==> config.mk <==
export PLATFORM = sky130hd
export DESIGN_NAME = pws_front
export DESIGN_NICKNAME = d
export VERILOG_FILES = /design/src/sv/pws_pkg.sv /design/src/sv/pws_front.sv
export SDC_FILE = /design/constraint.sdc
export NUM_CORES = 1
export LEC_CHECK = 0
export BUFFER_PORTS_ARGS = -buffer_cell sky130_fd_sc_hd__buf_2
export CAP_MARGIN = 40
export CORE_ASPECT_RATIO = 0.9
export CORE_MARGIN = 5
export CORE_UTILIZATION = 35
export DETAILED_ROUTE_END_ITERATION = 8
export GPL_ROUTABILITY_DRIVEN = 1
export REMOVE_ABC_BUFFERS = 1
export SYNTH_ARGS = -nofsm -noshare
export SYNTH_HDL_FRONTEND = slang
export SYNTH_SLANG_ARGS = --single-unit
export TNS_END_PERCENT = 10
==> constraint.sdc <==
create_clock -name clk -period 25.3 [get_ports clk]
set_input_delay 2.53 -clock clk [delete_from_list [all_inputs] [get_ports clk]]
set_output_delay 2.53 -clock clk [all_outputs]
set_load 0.02 [all_outputs]
==> src/sv/pws_pkg.sv <==
// pws_pkg: shared types, constants and a helper function of the power window
// statistics block. No dependencies; every other file imports it.
package pws_pkg;

    localparam int SHORT_WINDOW = 3;
    localparam int MID_WINDOW   = 20 * 60;
    localparam int LONG_WINDOW  = 60 * 60;
    localparam int RING_DEPTH   = 4096;

    localparam int POWER_W    = 12;
    localparam int TIME_W     = 32;
    localparam int MEAN_W     = 16;
    localparam int TOTAL_W    = 44;
    localparam int COUNT_W    = 32;
    localparam int BSUM_W     = 32;
    localparam int BCNT_W     = 20;
    localparam int INTERVAL_W = 16;
    localparam int FRAC_W     = 4;

    localparam int POWER_MAX = (1 << POWER_W) - 1;
    localparam int PTR_W     = $clog2(RING_DEPTH);

    localparam int SHORT_SUM_W = $clog2((SHORT_WINDOW + 1) * POWER_MAX + 1);
    localparam int MID_SUM_W   = $clog2((MID_WINDOW + 1) * POWER_MAX + 1);
    localparam int LONG_SUM_W  = $clog2((LONG_WINDOW + 1) * POWER_MAX + 1);
    localparam int WSUM_W = (LONG_SUM_W > MID_SUM_W)
                          ? ((LONG_SUM_W > SHORT_SUM_W) ? LONG_SUM_W : SHORT_SUM_W)
                          : ((MID_SUM_W > SHORT_SUM_W) ? MID_SUM_W : SHORT_SUM_W);

    localparam int FILL_MAX = (LONG_WINDOW > MID_WINDOW)
                            ? ((LONG_WINDOW > SHORT_WINDOW) ? LONG_WINDOW : SHORT_WINDOW)
                            : ((MID_WINDOW > SHORT_WINDOW) ? MID_WINDOW : SHORT_WINDOW);
    localparam int FILL_W = $clog2(FILL_MAX + 1);

    // window means: floor(16 * sum / W) = (sum * RECIP) >> SHIFT, exact for every
    // sum of the register width since SHIFT spans the sum width plus the window width
    localparam int RECIP_W     = 32;
    localparam int PROD_W      = WSUM_W + RECIP_W;
    localparam int SHORT_SHIFT = SHORT_SUM_W + $clog2(SHORT_WINDOW);
    localparam int MID_SHIFT   = MID_SUM_W + $clog2(MID_WINDOW);
    localparam int LONG_SHIFT  = LONG_SUM_W + $clog2(LONG_WINDOW);
    localparam logic [RECIP_W-1:0] SHORT_RECIP = RECIP_W'(
        ((64'd1 << (SHORT_SHIFT + FRAC_W)) + 64'(SHORT_WINDOW) - 64'd1) / 64'(SHORT_WINDOW));
    localparam logic [RECIP_W-1:0] MID_RECIP = RECIP_W'(
        ((64'd1 << (MID_SHIFT + FRAC_W)) + 64'(MID_WINDOW) - 64'd1) / 64'(MID_WINDOW));
    localparam logic [RECIP_W-1:0] LONG_RECIP = RECIP_W'(
        ((64'd1 << (LONG_SHIFT + FRAC_W)) + 64'(LONG_WINDOW) - 64'd1) / 64'(LONG_WINDOW));

    // divider: dividend is a block sum in Q.4, divisor a block count
    localparam int DIVD_W = BSUM_W + FRAC_W;
    localparam int DIVS_W = BCNT_W;
    localparam int STEP_W = $clog2(MEAN_W);

    localparam logic [INTERVAL_W-1:0] INTERVAL_RESET = INTERVAL_W'(30);

    typedef logic [1:0] win_idx_t;
    localparam win_idx_t WIN_SHORT = 2'd0;
    localparam win_idx_t WIN_MID   = 2'd1;
    localparam win_idx_t WIN_LONG  = 2'd2;
    localparam int WIN_NUM = 3;

    typedef struct packed {
        logic [POWER_W-1:0] power_watts;
        logic [TIME_W-1:0]  sample_time;
    } pws_in_t;

    typedef struct packed {
        logic [POWER_W-1:0] max_power;
        logic [MEAN_W-1:0]  short_avg;
        logic [MEAN_W-1:0]  short_best;
        logic [MEAN_W-1:0]  mid_avg;
        logic [MEAN_W-1:0]  mid_best;
        logic [MEAN_W-1:0]  long_avg;
        logic [MEAN_W-1:0]  long_best;
        logic [TOTAL_W-1:0] total_sum;
        logic [COUNT_W-1:0] sample_count;
        logic               block_done;
        logic [MEAN_W-1:0]  block_avg;
    } pws_out_t;

    // front-to-back record: sample plus everything the front already settled
    typedef struct packed {
        logic [POWER_W-1:0] power;
        logic [POWER_W-1:0] peak;
        logic [TOTAL_W-1:0] total;
        logic [COUNT_W-1:0] count;
        logic               done;
        logic [BSUM_W-1:0]  bsum;
        logic [BCNT_W-1:0]  bcnt;
    } pws_rec_t;

    typedef struct packed {
        logic              start;
        logic [DIVD_W-1:0] dividend;
        logic [DIVS_W-1:0] divisor;
    } pws_div_req_t;

    typedef enum logic [2:0] {
        BK_IDLE,
        BK_READ,
        BK_UPDATE,
        BK_MEAN,
        BK_BLOCK,
        BK_BLKWAIT,
        BK_COMMIT,
        BK_OUT
    } bk_state_t;

    function automatic logic [DIVS_W-1:0] window_len(win_idx_t k);
        logic [DIVS_W-1:0] len;
        unique case (k)
            WIN_SHORT: len = DIVS_W'(SHORT_WINDOW);
            WIN_MID:   len = DIVS_W'(MID_WINDOW);
            WIN_LONG:  len = DIVS_W'(LONG_WINDOW);
            default:   len = DIVS_W'(LONG_WINDOW);
        endcase
        return len;
    endfunction

endpackage

==> src/sv/pws_front.sv <==
// pws_front: accepts samples, keeps totals, peak and block accumulation,
// decides block close, queues records for the back end. Uses pws_pkg.
module pws_front import pws_pkg::*;
(
    input  logic                  clk,
    input  logic                  rst_n,
    input  pws_in_t               item,
    input  logic                  push,
    output logic                  full,
    input  logic                  cfg_we,
    input  logic [INTERVAL_W-1:0] cfg_data,
    output pws_rec_t              rec,
    output logic                  rec_valid,
    input  logic                  rec_pop
);

    logic [INTERVAL_W-1:0] interval_reg;
    logic [POWER_W-1:0]    peak_reg, peak_next;
    logic [TOTAL_W-1:0]    total_reg, total_next;
    logic [COUNT_W-1:0]    count_reg, count_next;
    logic [BSUM_W-1:0]     bsum_reg, bsum_next;
    logic [BCNT_W-1:0]     bcnt_reg, bcnt_next;
    logic [TIME_W-1:0]     bstart_reg;
    logic [TOTAL_W:0]      total_wide;
    logic [TIME_W-1:0]     elapsed;
    logic                  close;
    logic                  accept;
    pws_rec_t              new_rec;

    pws_rec_t              slot_reg [2];
    logic                  head_reg;
    logic [1:0]            fill_reg, fill_next;
    logic                  tail;

    assign accept = push && !full;

    always_comb
    begin
        total_wide = {1'b0, total_reg} + (TOTAL_W + 1)'(item.power_watts);
        total_next = total_wide[TOTAL_W] ? '1 : total_wide[TOTAL_W-1:0];
        count_next = (count_reg == '1) ? count_reg : count_reg + COUNT_W'(1);
        peak_next  = (item.power_watts > peak_reg) ? item.power_watts : peak_reg;
        if (bcnt_reg != '1)
        begin
            bsum_next = bsum_reg + BSUM_W'(item.power_watts);
            bcnt_next = bcnt_reg + BCNT_W'(1);
        end
        else
        begin
            bsum_next = bsum_reg;
            bcnt_next = bcnt_reg;
        end
        elapsed = item.sample_time - bstart_reg;
        close   = elapsed > TIME_W'(interval_reg);

        new_rec.power = item.power_watts;
        new_rec.peak  = peak_next;
        new_rec.total = total_next;
        new_rec.count = count_next;
        new_rec.done  = close;
        new_rec.bsum  = bsum_next;
        new_rec.bcnt  = bcnt_next;
    end

    always_ff @(posedge clk or negedge rst_n)
    begin
        if (!rst_n)
        begin
            interval_reg <= INTERVAL_RESET;
            peak_reg     <= '0;
            total_reg    <= '0;
            count_reg    <= '0;
            bsum_reg     <= '0;
            bcnt_reg     <= '0;
            bstart_reg   <= '0;
        end
        else
        begin
            if (cfg_we)
            begin
                interval_reg <= cfg_data;
            end
            if (accept)
            begin
                peak_reg  <= peak_next;
                total_reg <= total_next;
                count_reg <= count_next;
                if (close)
                begin
                    bsum_reg   <= '0;
                    bcnt_reg   <= '0;
                    bstart_reg <= item.sample_time;
                end
                else
                begin
                    bsum_reg <= bsum_next;
                    bcnt_reg <= bcnt_next;
                end
            end
        end
    end

    // two-entry record queue
    assign full      = (fill_reg == 2'd2);
    assign rec_valid = (fill_reg != 2'd0);
    assign rec       = slot_reg[head_reg];
    assign tail      = head_reg ^ fill_reg[0];

    always_comb
    begin
        unique case ({accept, rec_pop && rec_valid})
            2'b10:   fill_next = fill_reg + 2'd1;
            2'b01:   fill_next = fill_reg - 2'd1;
            default: fill_next = fill_reg;
        endcase
    end

    always_ff @(posedge clk or negedge rst_n)
    begin
        if (!rst_n)
        begin
            head_reg <= 1'b0;
            fill_reg <= 2'd0;
        end
        else
        begin
            fill_reg <= fill_next;
            if (rec_pop && rec_valid)
            begin
                head_reg <= ~head_reg;
            end
        end
    end

    always_ff @(posedge clk)
    begin
        if (accept)
        begin
            slot_reg[tail] <= new_rec;
        end
    end

endmodule

After elaboration in Yosys (flattened, before gate mapping):

Memories as Yosys holds them, arrays and structs flattened.
Cells that the tools add are included.

* output and inout port bits: 155
* RAM bits: 306
* logic and storage cells: 42
* bits in registers: 191
* memories: 1
* input port bits: 65

* order comparisons: 2
* equality and inequality tests: 5
* bitwise logic cells: 2
* add/sub/neg operators: 7
* reductions and logical operators: 6
* muxes and demuxes: 10

Memory list
* slot_reg: words 2, bits a word 153, read ports 1, clocked after memory_dff 0, write ports 1, RTL line pws_front.sv:30 `pws_rec_t slot_reg [2];`

Operators by type and width (number)
* $mux W32: 3
* $add A44 B12 Y45: 1
* $mux W44: 1
* $mux W20: 2
* $add A32 B1 Y32 const B: 1
* $add A32 B12 Y32: 1
* $eq A32 B32 Y1 const B: 1
* $gt A32 B16 Y1: 1
* $sub A32 B32 Y32: 1
* $add A20 B1 Y20 const B: 1
* $ne A20 B20 Y1 const B: 1
* $gt A12 B12 Y1: 1
* $mux W12: 1
* $eq A2 B2 Y1 const B: 2
* $pmux W2 S2: 1
* $reduce_bool A2 Y1: 2
* $add A2 B1 Y2 const B: 1
* $eq A2 B1 Y1 const B: 1
* $logic_and A1 B1 Y1: 2
* $mux W1: 2
* $reduce_and A2 Y1: 1
* $sub A2 B1 Y2 const B: 1
* $logic_not A1 Y1: 1
* $not A1 Y1: 1
* $xor A1 B1 Y1: 1

Depth between registers and ports, before layout:

* depth in word-level cells: 5
* depth in mapped cells: 23
* depth with buffers taken out: 21

Least setup slack after synthesis:

No wires, ideal clock.

* path type: input -> register
* start: input push
* end: memory slot_reg[1][0] (netlist bit) (enable)
* data required time: 24.633 ns
* buffers on the path: 3
* slack: 14.810 ns
* stages on the path: 6
* arrival: 9.822 ns
* library setup time: 0.667 ns
* cells stage by stage: and2_1 -> clkbuf_1 -> inv_2 -> clkbuf_1 -> clkbuf_1 -> nor2_1

* longest elaborated chain between the ends: 3

Ends and longest elaborated chain
* from (decl): RTL line pws_front.sv:8 `input logic push,`
* $logic_and A1 B1 Y1: RTL line pws_front.sv:35 `assign accept = push && !full;`
* $mux W1: RTL line pws_front.sv:137 `if (accept)`
* $mux W1 (not written as such): RTL line pws_front.sv:139 `slot_reg[tail] <= new_rec;`
* to (decl): RTL line pws_front.sv:30

Every way passes these cells.

Worst setup path in the final report:

* start: input item[2] (netlist bit)
* end: register bstart_reg[0]

* longest elaborated chain between the ends: 3

Ends and longest elaborated chain
* from (decl): RTL line pws_front.sv:7 `input pws_in_t item,`
* $sub A32 B32 Y32: RTL line pws_front.sv:53 `elapsed = item.sample_time - bstart_reg;`
* $gt A32 B16 Y1: RTL line pws_front.sv:54 `close = elapsed > TIME_W'(interval_reg);`
* $reduce_and A2 Y1 (no line)
* to (signal assigned): RTL line pws_front.sv:92 `bstart_reg <= item.sample_time;`
* to (decl): RTL line pws_front.sv:23 `logic [TIME_W-1:0] bstart_reg;`

Every way passes these cells.
A chain may end at the register's enable or synchronous reset.

==> flow_summary.yaml <==
placement:
  portBuffers: 219
  placed_cells: 3252
  place.gp.congestion: 0.896
  hpwl_um: 42100
global_route:
  grt_pass1_vias: 17400
  grt_most_used_layer: "met2"
  grt.total_usage_pct: 15.3
  grt_pass1_wl_um: 95700
  grtUsageMet1_pct: 20.6
  use_met3_pct: 3.03
  grt_max_degree: 86
  antenna_found_initial: 1
  use_met2_pct: 25.4
  grt_overflow: 0
die:
  die_w_um: 291
  coreArea_um2: 70300
  ios: 220
  dieArea_um2: 76700
  fp-row-count: 92
  die_h_um: 263
  initial_utilization_pct: 35.5
timing:
  tightest_slew_ps: 914
  skew_ps: 24.2
  hold_viol_final: 0
  slew_viol_final: 0
  setup_viol: 0
  rsz0062_at_grt: "false"
  max_freq_mhz: 140
  period_share_pct: 28.3
  period_needed_ps: 7160
  tns_ps: 0
  relSlewSlack_pct: 39.1
route:
  vias_per_cell: 5.17
  drtIter0Drc: 1088
  num_vias: 17300
  drc: 0
  routed_wl_um: 61000
  routedWlPerCell_um: 18.2
  postRouteAntennaNets: 0
  dr.pass1.iters: 5
hold_path:
  worstHoldPathType: "flip-flop to flip-flop"
  hold_path_depth: 1
critical_path:
  cp-start-kind: "input port"
  critical_path_class: "input port to flip-flop"
  r2r_cells: 23
  cp_data_required_time_ps: 25780
  crit_path_max_fanout: 64
  end_kind: "flip-flop"
  arrival_ps: 7640
logic_synthesis:
  yosysTopAreaCellShare_pct: 36.8
  syn_area_um2: 24900
  syn_avg_cell_area_um2: 11.5
  yosys_warnings: 0
  synth_area_leader_cell: "edfxtp_1"
  synth_flop_cell: "edfxtp_1"
  synth_enable_flop_cells: 306
  ys_types: 69
  ys_ff_latch: 497
  synth-seq-area-share_pct: 56.0
  syn_inst: 2170
  synthArstFlopShare_pct: 38.4
  synthTopCellsByArea: "edfxtp_1 (37%), dfrtp_1 (19%), mux2_2 (8.7%)"
pwr:
  ir_drop_uv: 65.5
  p_leak_nw: 12.0
  power_per_cell_area_nw_per_um2: 118
  power_mw: 3.43
status:
  status: "complete, no violations"
clock_tree:
  cts-htree-levels: 2
  cts_tree: "built"
  ctsHoldBuffers: 0
  cts_root_buf: "clkbuf_16"
  clk_pin_slew_ps: 60
  ctsResizeCount: 0
  clockBufferDepth: 3
  postCtsSetupBuffers: 0
  cts_buffers: 53
  clock-sinks: 497
  clock_latency_ps: 610
finish:
  layout.cells.non_filler: 3352
  syn2layout_area_growth_pct: 16.1
  n_antenna_cell: 0
  largest_reg_flops: 306
  num-nets-final: 2521
  layout-drive-gt1-share_pct: 23.2
  regArea_um2: 14000
  nFillCells: 6613
  fin_util_pct: 41.2
  multi_input_area_um2: 10200
job:
  maxCapViolations: 0
## power breakdown
part | switching [mW] | internal [mW]
clock network | 0.336 | 0.496
registers | 0.0782 | 1.16
logic | 0.870 | 0.489
## final timing paths
kind / from / slack (ps) / to
setup / recovery: item[2] / 18140 / bstart_reg[0]
hold / removal: fill_reg[1] / 490 / fill_reg[1]
setup reg to reg: bstart_reg[2] / 19830 / bstart_reg[0]
hold reg to reg: fill_reg[1] / 490 / fill_reg[1]
max in group asynchronous: rst_n / 21900 / head_reg
min in group asynchronous: rst_n / 2000 / bstart_reg[22]
## layout by cell type (no fill, tap or decap), types with 7 or more instances in the layout
master,netlist,layout
nand3_1,87,87
a21o_1,34,34
o21ai_0,141,141
buf_2,13,220
and3_1,45,44
buf_4,0,23
dfrtp_1,187,186
nor2b_1,12,12
bufinv_16,0,10
o21ai_2,8,8
mux2_2,193,193
clkinv_1,0,7
a21oi_1,108,108
xnor2_1,95,95
nand2_1,218,218
inv_1,89,89
a211oi_1,8,7
nor4_1,23,23
nand2b_1,11,11
nor2_1,105,104
nand4_1,43,43
nor3_1,34,34
clkbuf_16,0,53
clkinv_2,0,11
a31oi_1,46,46
edfxtp_1,306,306
ha_1,86,86
and2_1,22,21
xor2_1,61,61
## area by class of cell
cell class	count	share of cell area, %
flip-flops and latches	497	48.3
multi-input cells	1478	35.3
clock buffers	60	4.74
inverters	90	1.17
repair buffers	247	4.68
clock inverters	40	1.78
well taps	940	4.06
## synthesized netlist by cell type, drive strengths merged (3+ instances only)
| cell type | number |
|---|---|
| o21ai | 153 |
| a2111oi | 3 |
| dfrtp | 187 |
| a211o | 3 |
| nor4b | 4 |
| ha | 86 |
| o21a | 6 |
| or2 | 6 |
| mux2 | 193 |
| mux2i | 6 |
| buf | 24 |
| clkbuf | 81 |
| a211oi | 10 |
| o211ai | 3 |
| nor2b | 12 |
| xor2 | 61 |
| nand2b | 11 |
| dfstp | 4 |
| a221oi | 3 |
| or3 | 4 |
| edfxtp | 306 |
| and3 | 45 |
| and2 | 22 |
| o2111ai | 4 |
| nor4 | 23 |
| fa | 3 |
| a21oi | 109 |
| o21bai | 4 |
| nand2 | 218 |
| a21o | 34 |
| and4 | 3 |
| a31oi | 46 |
| nand4 | 43 |
| o22a | 3 |
| or4 | 4 |
| nor2 | 105 |
| xnor2 | 95 |
| a221o | 3 |
| nor3 | 34 |
| nand3 | 87 |
| inv | 90 |
| a41oi | 6 |
## layer usage
layer / part of all wire (%) / vias up / routed length, um
met5: 0 / - / 0
met4: 2.0 / 0 / 1240
met3: 5.5 / 79 / 3380
met2: 47 / 434 / 28700
met1: 45 / 8531 / 27700
li1: - / 8294 / -
## critical path, stage by stage
cell and delay, ps:
buf_2 110, ha_1 340, nand3b_1 150, a211oi_1 360, nor2_1 130, o21ai_0 360
nand3_1 120, nand2_1 120, a21oi_1 90, xnor2_1 140, ha_1 300, nand4_1 160
nor4_1 370, a21boi_0 270, o31a_1 200, inv_1 50, nand4_1 100, nor4_1 60
nand4_1 90, buf_4 590, and2_1 220, buf_4 360, mux2_2 380
## cell families after synthesis
logic type,after synthesis,synth area share [%]
XOR/XNOR,156,5.48
AND/OR/NAND/NOR,629,12.2
buffers and inverters,195,3.06
AO/OA/AOI/OAI,405,9.78
multiplexers,199,8.95
adder cells (fa/ha/maj),89,4.56
flip-flops,497,56.0
## per-stage QoR
step	hold slack, ps	setup WS [ps]	area, um^2
2_1_floorplan	450	11930	24500
3_3_place_gp	467	17640	27000
3_5_place_dp	477	17540	27100
4_1_cts	486	18170	29000
5_1_grt	517	17640	29000
6_report	486	18140	29000
(Power assumes the default switching activity.)
